$ cat src/hw/rtl/assert_macros.svh
// Assertion macros shared by the RTL modules.
// Expects a clock named clk and an active-low reset named arst_n in scope.
`ifndef ASSERT_MACROS_SVH
`define ASSERT_MACROS_SVH

// Property must hold at every clock edge outside reset.
`define ASSERT_CLK(lbl, prop, msg) \
	lbl: assert property (@(posedge clk) disable iff (!arst_n) (prop)) else $error(msg);

// Expression must never be true at a clock edge outside reset.
`define ASSERT_NEVER(lbl, expr, msg) \
	lbl: assert property (@(posedge clk) disable iff (!arst_n) !(expr)) else $error(msg);

`endif

$ cat src/hw/rtl/mbrm_pkg.sv
// Shared types, constants and the CRC-16 step for the Modbus RTU read master.
// No dependencies.
package mbrm_pkg;

	localparam int MAX_FRAME_DEF = 16;
	localparam int MIN_FRAME     = 7;
	localparam int FIFO_DEPTH    = 4;
	localparam int APB_AW        = 3;

	localparam logic [7:0]  FUNC_READ    = 8'd3;
	localparam logic [15:0] CRC_INIT     = 16'hFFFF;
	localparam logic [15:0] CRC_POLY     = 16'hA001;
	localparam logic [7:0]  SLAVE_RESET  = 8'd1;
	localparam logic [7:0]  REG_COUNT_LO = 8'd2;

	typedef enum logic {
		REQ_ISSUE = 1'b0,
		REQ_RX    = 1'b1
	} req_kind_t;

	typedef enum logic {
		KIND_TX      = 1'b0,
		KIND_VERDICT = 1'b1
	} out_kind_t;

	typedef enum logic [2:0] {
		ST_OK       = 3'd0,
		ST_OVERSIZE = 3'd1,
		ST_CRC      = 3'd2,
		ST_SHORT    = 3'd3,
		ST_BAD_FUNC = 3'd4,
		ST_NONE     = 3'd5
	} status_t;

	typedef struct packed {
		out_kind_t   kind;
		status_t     status;
		logic [7:0]  tag;
		logic [31:0] value;
	} q_entry_t;

	typedef struct packed {
		logic     valid;
		q_entry_t entry;
	} q_slot_t;

	function automatic logic [15:0] crc_feed(input logic [15:0] crc, input logic [7:0] b);
		logic [15:0] c;
		c = crc ^ {8'h00, b};
		for (int k = 0; k < 8; k++) begin
			c = c[0] ? ((c >> 1) ^ CRC_POLY) : (c >> 1);
		end
		return c;
	endfunction

endpackage

$ cat src/hw/rtl/mbrm_front.sv
// Front end: accepts items, tracks the receive frame and pending request,
// and pushes request and verdict entries. Depends on mbrm_pkg.
`include "assert_macros.svh"
module mbrm_front #(
	parameter int MAX_FRAME = mbrm_pkg::MAX_FRAME_DEF
) (
	input  logic              clk,
	input  logic              arst_n,
	input  logic              in_valid,
	output logic              in_ready,
	input  logic              req_type,
	input  logic [7:0]        reg_number,
	input  logic [7:0]        rx_byte,
	input  logic              rx_last,
	input  logic              q_full,
	output mbrm_pkg::q_slot_t q_push
);
	import mbrm_pkg::*;

	localparam int CNT_W = $clog2(MAX_FRAME + 2);

	logic [CNT_W-1:0] cnt_q, cnt_nx;
	logic [15:0]      crc_q, crc_nx;
	logic [7:0]       func_q, func_nx;
	logic [31:0]      val_q, val_nx;
	logic             pend_q;
	logic [7:0]       pend_reg_q;
	logic             acc, is_req;
	status_t          verdict;

	assign is_req   = (req_kind_t'(req_type) == REQ_ISSUE);
	// response bytes that end no frame push nothing, so let them in when full
	assign in_ready = !q_full || (!is_req && !rx_last);
	assign acc      = in_valid && in_ready;

	assign cnt_nx  = (cnt_q < CNT_W'(MAX_FRAME + 1)) ? cnt_q + CNT_W'(1) : cnt_q;
	assign crc_nx  = crc_feed(crc_q, rx_byte);
	assign func_nx = (cnt_q == CNT_W'(1)) ? rx_byte : func_q;

	always_comb begin
		val_nx = val_q;
		priority if (cnt_q == CNT_W'(3)) begin
			val_nx[15:8] = rx_byte;
		end else if (cnt_q == CNT_W'(4)) begin
			val_nx[7:0] = rx_byte;
		end else if (cnt_q == CNT_W'(5)) begin
			val_nx[31:24] = rx_byte;
		end else if (cnt_q == CNT_W'(6)) begin
			val_nx[23:16] = rx_byte;
		end else begin
			val_nx = val_q;
		end
	end

	always_comb begin
		priority if (cnt_nx > CNT_W'(MAX_FRAME)) begin
			verdict = ST_OVERSIZE;
		end else if (cnt_nx < CNT_W'(2) || crc_nx != 16'h0000) begin
			verdict = ST_CRC;
		end else if (cnt_nx < CNT_W'(MIN_FRAME)) begin
			verdict = ST_SHORT;
		end else if (func_nx != FUNC_READ) begin
			verdict = ST_BAD_FUNC;
		end else if (!pend_q) begin
			verdict = ST_NONE;
		end else begin
			verdict = ST_OK;
		end
	end

	always_comb begin
		q_push.valid = acc && (is_req || rx_last);
		if (is_req) begin
			q_push.entry.kind   = KIND_TX;
			q_push.entry.status = ST_OK;
			q_push.entry.tag    = reg_number;
			q_push.entry.value  = 32'd0;
		end else begin
			q_push.entry.kind   = KIND_VERDICT;
			q_push.entry.status = verdict;
			q_push.entry.tag    = pend_reg_q;
			q_push.entry.value  = (verdict == ST_OK) ? val_nx : 32'd0;
		end
	end

	always_ff @(posedge clk or negedge arst_n) begin
		if (!arst_n) begin
			cnt_q      <= '0;
			crc_q      <= CRC_INIT;
			func_q     <= 8'd0;
			val_q      <= 32'd0;
			pend_q     <= 1'b0;
			pend_reg_q <= 8'd0;
		end else if (acc) begin
			if (is_req) begin
				pend_q     <= 1'b1;
				pend_reg_q <= reg_number;
			end else if (rx_last) begin
				// drop frame state; a CRC-valid frame that is not oversize answers the request
				cnt_q  <= '0;
				crc_q  <= CRC_INIT;
				func_q <= 8'd0;
				val_q  <= 32'd0;
				if (verdict != ST_OVERSIZE && verdict != ST_CRC) begin
					pend_q <= 1'b0;
				end
			end else begin
				cnt_q  <= cnt_nx;
				crc_q  <= crc_nx;
				func_q <= func_nx;
				val_q  <= val_nx;
			end
		end
	end

	`ASSERT_CLK(a_oversize_keeps_pend, (q_push.valid && q_push.entry.status == ST_OVERSIZE && q_push.entry.kind == KIND_VERDICT) |=> (pend_q == $past(pend_q)), "oversize frame changed pending")
	`ASSERT_NEVER(a_cnt_sat, cnt_q > CNT_W'(MAX_FRAME + 1), "byte count past saturation")

endmodule

$ cat src/hw/rtl/mbrm_fifo.sv
// Short queue between front and back ends.
// Depends on mbrm_pkg.
`include "assert_macros.svh"
module mbrm_fifo (
	input  logic              clk,
	input  logic              arst_n,
	input  mbrm_pkg::q_slot_t push,
	output logic              full,
	output mbrm_pkg::q_slot_t head,
	input  logic              pop
);
	import mbrm_pkg::*;

	localparam int PW = $clog2(FIFO_DEPTH);
	localparam int CW = $clog2(FIFO_DEPTH + 1);

	q_entry_t        mem_q [FIFO_DEPTH];
	logic [PW-1:0]   wr_ptr_q, rd_ptr_q;
	logic [CW-1:0]   count_q;
	logic            do_pop;

	assign full       = (count_q == CW'(FIFO_DEPTH));
	assign head.valid = (count_q != '0);
	assign head.entry = mem_q[rd_ptr_q];
	assign do_pop     = pop && head.valid;

	always_ff @(posedge clk) begin
		if (push.valid && !full) begin
			mem_q[wr_ptr_q] <= push.entry;
		end
	end

	always_ff @(posedge clk or negedge arst_n) begin
		if (!arst_n) begin
			wr_ptr_q <= '0;
			rd_ptr_q <= '0;
			count_q  <= '0;
		end else begin
			if (push.valid && !full) begin
				wr_ptr_q <= wr_ptr_q + PW'(1);
			end
			if (do_pop) begin
				rd_ptr_q <= rd_ptr_q + PW'(1);
			end
			count_q <= count_q + CW'(push.valid && !full) - CW'(do_pop);
		end
	end

	`ASSERT_NEVER(a_push_full, push.valid && full, "push into full queue")
	`ASSERT_NEVER(a_count_range, count_q > CW'(FIFO_DEPTH), "queue count out of range")

endmodule

$ cat src/hw/rtl/mbrm_back.sv
// Back end: expands request entries into eight frame bytes with CRC and
// passes verdicts, through one output register. Depends on mbrm_pkg.
`include "assert_macros.svh"
module mbrm_back (
	input  logic              clk,
	input  logic              arst_n,
	input  logic [7:0]        slave_address,
	input  mbrm_pkg::q_slot_t head,
	output logic              pop,
	output logic              out_valid,
	input  logic              out_ready,
	output logic              out_kind,
	output logic [7:0]        tx_byte,
	output logic              run_last,
	output logic [2:0]        status,
	output logic [7:0]        reg_tag,
	output logic [31:0]       value_bits
);
	import mbrm_pkg::*;

	logic        out_valid_q;
	logic        kind_q, last_q;
	logic [7:0]  tx_q, tag_q;
	logic [2:0]  status_q;
	logic [31:0] value_q;
	logic [2:0]  idx_q;
	logic [15:0] crc_q, crc_seed;
	logic [7:0]  frame_byte;
	logic        load, is_tx, seq_end;

	assign load    = head.valid && (!out_valid_q || out_ready);
	assign is_tx   = (head.entry.kind == KIND_TX);
	assign seq_end = (idx_q == 3'd7);
	assign pop     = load && (!is_tx || seq_end);

	assign crc_seed = (idx_q == 3'd0) ? CRC_INIT : crc_q;

	always_comb begin
		unique case (idx_q)
			3'd0:    frame_byte = slave_address;
			3'd1:    frame_byte = FUNC_READ;
			3'd2:    frame_byte = 8'd0;
			3'd3:    frame_byte = head.entry.tag - 8'd1;
			3'd4:    frame_byte = 8'd0;
			3'd5:    frame_byte = REG_COUNT_LO;
			3'd6:    frame_byte = crc_q[7:0];
			default: frame_byte = crc_q[15:8];
		endcase
	end

	always_ff @(posedge clk) begin
		if (load) begin
			kind_q  <= head.entry.kind;
			tag_q   <= head.entry.tag;
			status_q <= head.entry.status;
			value_q <= head.entry.value;
			tx_q    <= is_tx ? frame_byte : 8'd0;
			last_q  <= !is_tx || seq_end;
			if (is_tx && idx_q < 3'd6) begin
				crc_q <= crc_feed(crc_seed, frame_byte);
			end
		end
	end

	always_ff @(posedge clk or negedge arst_n) begin
		if (!arst_n) begin
			out_valid_q <= 1'b0;
			idx_q       <= 3'd0;
		end else begin
			if (load) begin
				out_valid_q <= 1'b1;
			end else if (out_ready) begin
				out_valid_q <= 1'b0;
			end
			if (load && is_tx) begin
				idx_q <= idx_q + 3'd1;
			end
		end
	end

	assign out_valid  = out_valid_q;
	assign out_kind   = kind_q;
	assign tx_byte    = tx_q;
	assign run_last   = last_q;
	assign status     = status_q;
	assign reg_tag    = tag_q;
	assign value_bits = value_q;

	`ASSERT_CLK(a_seq_wrap, (load && is_tx && seq_end) |=> (idx_q == 3'd0), "request sequence did not wrap")
	`ASSERT_NEVER(a_verdict_mid_seq, load && !is_tx && idx_q != 3'd0, "verdict inside request sequence")

endmodule

$ cat src/hw/rtl/modbus_rtu_register_read_master.sv
// Top level of the Modbus RTU read-holding-registers master.
// Depends on mbrm_pkg, mbrm_front, mbrm_fifo and mbrm_back.
//
// Takes one input item per cycle while in_ready is high. A response byte is
// checked against the streaming CRC-16 in the cycle it is accepted. The
// frame's last byte queues one verdict at the accepting edge. The verdict
// loads from the queue into the output register once the output is free. A
// request item queues one entry that the output sequencer turns into eight
// request bytes, one per cycle while the output is taken.
// A four-entry queue sits between intake and output; when it is full, request
// items and frame-ending bytes wait while other response bytes still flow.
// slave_address sits at byte address 0 of the APB port and resets to 1.
module modbus_rtu_register_read_master #(
	parameter int MAX_FRAME = mbrm_pkg::MAX_FRAME_DEF
) (
	input  logic                        clk,
	input  logic                        arst_n,
	input  logic                        psel,
	input  logic                        penable,
	input  logic                        pwrite,
	input  logic [mbrm_pkg::APB_AW-1:0] paddr,
	input  logic [31:0]                 pwdata,
	output logic [31:0]                 prdata,
	output logic                        pready,
	input  logic                        in_valid,
	output logic                        in_ready,
	input  logic                        req_type,
	input  logic [7:0]                  reg_number,
	input  logic [7:0]                  rx_byte,
	input  logic                        rx_last,
	output logic                        out_valid,
	input  logic                        out_ready,
	output logic                        out_kind,
	output logic [7:0]                  tx_byte,
	output logic                        run_last,
	output logic [2:0]                  status,
	output logic [7:0]                  reg_tag,
	output logic [31:0]                 value_bits
);
	import mbrm_pkg::*;

	logic [7:0] slave_q;
	logic       sel_slave;
	q_slot_t    q_push, q_head;
	logic       q_full, q_pop;

	assign pready    = 1'b1;
	assign sel_slave = !paddr[APB_AW-1];
	assign prdata    = sel_slave ? {24'd0, slave_q} : 32'd0;

	always_ff @(posedge clk or negedge arst_n) begin
		if (!arst_n) begin
			slave_q <= SLAVE_RESET;
		end else if (psel && penable && pwrite && pready && sel_slave) begin
			slave_q <= pwdata[7:0];
		end
	end

	mbrm_front #(
		.MAX_FRAME(MAX_FRAME)
	) u_front (
		.clk       (clk),
		.arst_n    (arst_n),
		.in_valid  (in_valid),
		.in_ready  (in_ready),
		.req_type  (req_type),
		.reg_number(reg_number),
		.rx_byte   (rx_byte),
		.rx_last   (rx_last),
		.q_full    (q_full),
		.q_push    (q_push)
	);

	mbrm_fifo u_fifo (
		.clk   (clk),
		.arst_n(arst_n),
		.push  (q_push),
		.full  (q_full),
		.head  (q_head),
		.pop   (q_pop)
	);

	mbrm_back u_back (
		.clk          (clk),
		.arst_n       (arst_n),
		.slave_address(slave_q),
		.head         (q_head),
		.pop          (q_pop),
		.out_valid    (out_valid),
		.out_ready    (out_ready),
		.out_kind     (out_kind),
		.tx_byte      (tx_byte),
		.run_last     (run_last),
		.status       (status),
		.reg_tag      (reg_tag),
		.value_bits   (value_bits)
	);

endmodule

$ cat config.mk
export PLATFORM = sky130hd
export DESIGN_NAME = modbus_rtu_register_read_master
export DESIGN_NICKNAME = d
export VERILOG_FILES = /design/src/hw/rtl/mbrm_pkg.sv /design/src/hw/rtl/mbrm_front.sv /design/src/hw/rtl/mbrm_fifo.sv /design/src/hw/rtl/mbrm_back.sv /design/src/hw/rtl/modbus_rtu_register_read_master.sv
export VERILOG_INCLUDE_DIRS = /design/src /design/src/hw/rtl
export SDC_FILE = /design/constraint.sdc
export NUM_CORES = 1
export LEC_CHECK = 0
export BUFFER_PORTS_ARGS = -buffer_cell sky130_fd_sc_hd__buf_2
export CORE_ASPECT_RATIO = 2
export CORE_MARGIN = 3
export CORE_UTILIZATION = 59
export DETAILED_ROUTE_END_ITERATION = 10
export GPL_TIMING_DRIVEN = 0
export PLACE_DENSITY_LB_ADDON = 0.15
export SLEW_MARGIN = 30
export SYNTH_ARGS = -nofsm -noshare
export SYNTH_HDL_FRONTEND = slang
export SYNTH_SLANG_ARGS = --single-unit
$ cat constraint.sdc
create_clock -name clk -period 4.9 [get_ports clk]
set_clock_uncertainty 0.15 [all_clocks]
set_input_delay 0.245 -clock clk [delete_from_list [all_inputs] [get_ports clk]]
set_output_delay 0.245 -clock clk [all_outputs]
set_load 0.01 [all_outputs]
==> run summary <==
In the routed layout, each cell is associated on average with a via count of 5.93. The residual DRC count is 0. Via count of the first global-routing pass: 8676.

The tightest min-delay check is of the in -> async type. The synthesized design contains 334 register bits. Routability-driven placement finished with a final weighted congestion of 0.892. At the worst endpoint, the required time is 5.02 ns.

The data arrival time at the worst-slack endpoint was 4.64 ns; the number of CTS-inserted buffers was 29. The number of antenna cells inserted is 0, and the quantity of I/O buffers inserted on ports is 96. The post-route setup TNS was 0 ns; the global-route usage over all layers was 0.237. In this run the standard cell core region covers 23800 um2. Post-CTS timing repair inserted 0 buffers for setup.

Wires add up to 30400 um. The tools report the start point of the critical path as u_front.crc_q[5]$_DFFE_PN1P_. The wire-length estimate of the detail-placed layout is 20800 um. In this run the worst path has a maximum fanout of 10. The final-report setup violation count came out at 0. Entering global routing, the biggest net connects 67 pins. The overall die area is 26200 um2, and the count of routing violations after the opening detailed-route iteration is 632. TritonCTS built the clock tree. The critical path in this run is classified as reg -> reg.

The average size of a mapped cell came out at 15.3 um2. Final hold analysis gives a worst-case slack of 0.0371 ns. The longest clock path from root to sink contains 3 buffers. The run gives 148 as the number of I/O pins. The most critical setup path has its endpoint at u_fifo.mem_q[2][29]$_DFFE_PP_. For this block, wires on met1 add up to 10500 um.

Prior to clock tree synthesis, the placed netlist has a worst setup slack of 0.479 ns. The endpoint identified for the worst register-to-register timing path is u_fifo.mem_q[2][29]$_DFFE_PP_. The number of different library cells used by synthesis comes to 76.

The tools report the setup slack of the most critical reg-to-reg path as 0.38 ns. The count of nets left with antenna violations once routing finished came out at 0. For the worst flop-to-flop path, the logic depth is 12. The layout cell share with drive strength beyond 1 came out at 0.258.

The routed design could run at a clock period as short as 4.52 ns. The clock slew seen by the registers of the worst setup and hold paths is 0.06 ns, and the height of the die is 226 um. Width of the die: 116 um.

The tools report the overall via count from detail_route as 8420. Setup repair after global routing left no endpoint under its margin. After layout, the worst setup slack is 0.379 ns.

The logs give 0 for the number of slew-limit violations in the final report and 0 for the max-cap check violation count. For the floorplan row count, the log shows 80. The startpoint identified for the worst register-to-register timing path is u_front.crc_q[5]$_DFFE_PN1P_. Worst max-slew margin expressed relative to the limit: 0.416. For the detailed-router iteration count before antenna repair, the log shows 5. The run gives 0 as the initial antenna violation count. The initial core utilization is 0.600.

Share of the clock period used by the worst path: 0.923. Summed over all cells, the static leakage comes to 6.25 nW. The run finished with clean final reports.

The finished layout holds 1420 standard cells, fillers aside. The run gives 47100 um as the wire length of the first global-routing pass. STA classifies the critical path endpoint as a flip-flop. The routed length per placed instance works out to 21.4 um. The logs give 17200 um for the met2 wire length and 0.672 for the sequential fraction of the synthesis area. For the met3 wire length, the log shows 1140 um. Startpoint class of the critical path: a flip-flop. The number of nets in the final layout came out at 1189. In the synthesized netlist the dominant register cell turns out to be sky130_fd_sc_hd__edfxtp_1. The number of enable flip-flop cells after synthesis came out at 245. The tools report the timing-limited maximum frequency as 221 MHz. For this run, the number of Yosys warnings is 0. For the number of H-tree levels, the log shows 1. The count of placed standard cells including taps came out at 1345.

The top routing layer in use was met4. The run gives 0.698 as the core utilization of the finished layout. In this run the power density over the cells is 648 nW/um2.

Slew at the pin closest to its max-slew limit: 0.876 ns. Summing every instance area after synthesis gives 14300 um2. The share of flip-flops with an asynchronous set or reset after synthesis came out at 0.266. The clock reaches the later pin of the worst-skew pair after 0.56 ns.

The cell count after synthesis came out at 932. Clock tree synthesis selected as its root buffer the cell sky130_fd_sc_hd__clkbuf_16. The final count of hold timing violations was 0; the growth of design area from synthesis to finish was 16.4%.

The count of clock tree sinks was 334; the residual overflow from global routing was 0. Across the VDD grid, the largest voltage drop is 0.374 mV.
==> worst min path at each step <==
stage | endpoint | slack (ns) | cells past startpoint
floorplan | slave_q[1]$_DFFE_PN0P_ | -0.20 | 0
global placement | slave_q[2]$_DFFE_PN0P_ | 0.33 | 2
detailed placement | u_front.val_q[20]$_DFFE_PN0P_ | -0.02 | 1
CTS | u_front.crc_q[13]$_DFFE_PN1P_ | 0.01 | 4
global route | u_front.val_q[20]$_DFFE_PN0P_ | 0.05 | 3
finish | u_front.val_q[20]$_DFFE_PN0P_ | 0.04 | 3
==> sequential cells by signal (all words and copies together), names as in the netlist, 2 cells and up <==
name	cells
u_front.val_q	32
slave_q	8
u_fifo.count_q	3
u_front.crc_q	16
u_fifo.rd_ptr_q	2
u_front.pend_reg_q	8
u_fifo.mem_q	176
u_back.crc_q	16
u_fifo.wr_ptr_q	2
u_back.status	3
u_front.cnt_q	5
u_back.value_bits	32
u_front.func_q	8
u_back.reg_tag	8
u_back.idx_q	3
u_back.tx_byte	8
==> worst max-delay path: stages (launching register included) <==
cell and delay [ns]:
sky130_fd_sc_hd__dfstp_2 0.56, sky130_fd_sc_hd__xor2_1 0.30, sky130_fd_sc_hd__xnor2_1 0.28, sky130_fd_sc_hd__xnor2_1 0.13, sky130_fd_sc_hd__xnor2_1 0.23, sky130_fd_sc_hd__ha_1 0.30, sky130_fd_sc_hd__xor2_1 0.19, sky130_fd_sc_hd__a2111oi_0 0.33
sky130_fd_sc_hd__nand4_1 0.27, sky130_fd_sc_hd__nor2_1 0.19, sky130_fd_sc_hd__nand4b_1 0.35, sky130_fd_sc_hd__clkbuf_1 0.37, sky130_fd_sc_hd__a21oi_1 0.57
==> report_power, final <==
group          switching, mW  leakage, nW  internal, mW
combinational           2.16         2.30          1.93
clock                  0.999        0.494          1.39
sequential             0.271         3.46          4.03
==> synth_stat cells (7+ instances only) <==
cell | instances | area (um2)
sky130_fd_sc_hd__nor3_1 | 7 | 35.0
sky130_fd_sc_hd__o22a_1 | 12 | 105
sky130_fd_sc_hd__o21ai_1 | 7 | 35.0
sky130_fd_sc_hd__inv_1 | 20 | 75.1
sky130_fd_sc_hd__mux2_2 | 25 | 282
sky130_fd_sc_hd__nand2_1 | 86 | 323
sky130_fd_sc_hd__xor2_1 | 16 | 140
sky130_fd_sc_hd__buf_4 | 27 | 203
sky130_fd_sc_hd__buf_1 | 8 | 30.0
sky130_fd_sc_hd__dfstp_2 | 17 | 447
sky130_fd_sc_hd__a22o_1 | 40 | 350
sky130_fd_sc_hd__nor2b_1 | 17 | 106
sky130_fd_sc_hd__xnor2_1 | 33 | 289
sky130_fd_sc_hd__nor2_1 | 40 | 150
sky130_fd_sc_hd__mux4_2 | 44 | 991
sky130_fd_sc_hd__a21oi_1 | 40 | 200
sky130_fd_sc_hd__or2_2 | 8 | 50.1
sky130_fd_sc_hd__and2_1 | 8 | 50.1
sky130_fd_sc_hd__o21ai_0 | 11 | 55.1
sky130_fd_sc_hd__dfrtp_1 | 72 | 1800
sky130_fd_sc_hd__edfxtp_1 | 245 | 7360
sky130_fd_sc_hd__ha_1 | 18 | 225
sky130_fd_sc_hd__clkbuf_1 | 30 | 113
==> layout make-up <==
| class | count | area [um2] |
|---|---|---|
| sequential | 334 | 9610 |
| fill | 1614 | 7190 |
| multi-input combinational | 531 | 4350 |
| clock buffer | 43 | 865 |
| timing repair buffer | 124 | 853 |
| buffer | 68 | 362 |
| tap | 287 | 359 |
| clock inverter | 11 | 145 |
| inverter | 22 | 85.1 |
==> kinds of logic (layout without fill, tap and decap cells) <==
kind of cell / after synthesis / in the layout / share of synthesized area
xor+xnor: 54 / 54 / 0.0377
simple gates: 203 / 203 / 0.0681
compound gates: 158 / 158 / 0.0816
mux: 72 / 72 / 0.0915
buf+inv: 90 / 268 / 0.0310
other cells: 2 / 25 / 0.000526
fa+ha+maj: 19 / 19 / 0.0172
flops: 334 / 334 / 0.672
==> per-stage QoR <==
| stage | instance area [um2] | power (mW) |
|---|---|---|
| after floorplan | 14400 | 7.30 |
| after global placement | 15200 | 8.30 |
| after detailed placement | 15400 | 8.46 |
| after CTS | 16600 | 10.9 |
| after global routing | 16600 | 11.4 |
| final | 16600 | 10.8 |
==> layout by cell type, fill, tap and decap left out, drive strengths merged, types with 20 or more instances in the layout <==
cell type | synthesis | routed
clkbuf | 30 | 73
conb | 2 | 25
edfxtp | 245 | 245
mux2 | 25 | 25
nand2 | 86 | 86
mux4 | 44 | 44
nor2 | 40 | 40
a22o | 40 | 40
xnor2 | 34 | 34
dlygate4sd3 | 0 | 20
dfrtp | 72 | 72
buf | 38 | 142
inv | 20 | 24
a21oi | 40 | 40
==> timing repair <==
action                                 in CTS  in global routing
endpoints found under the hold margin     128                  0
gates resized for setup                     0                  0
hold buffers                               21                  0
==> per-layer routing <==
metal,global-route usage,up-vias
li1,-,3829
met1,0.259,4245
met2,0.444,270
met3,0.0252,76
met4,0.117,0
met5,0,-
Power figures use the tool's default switching activity.
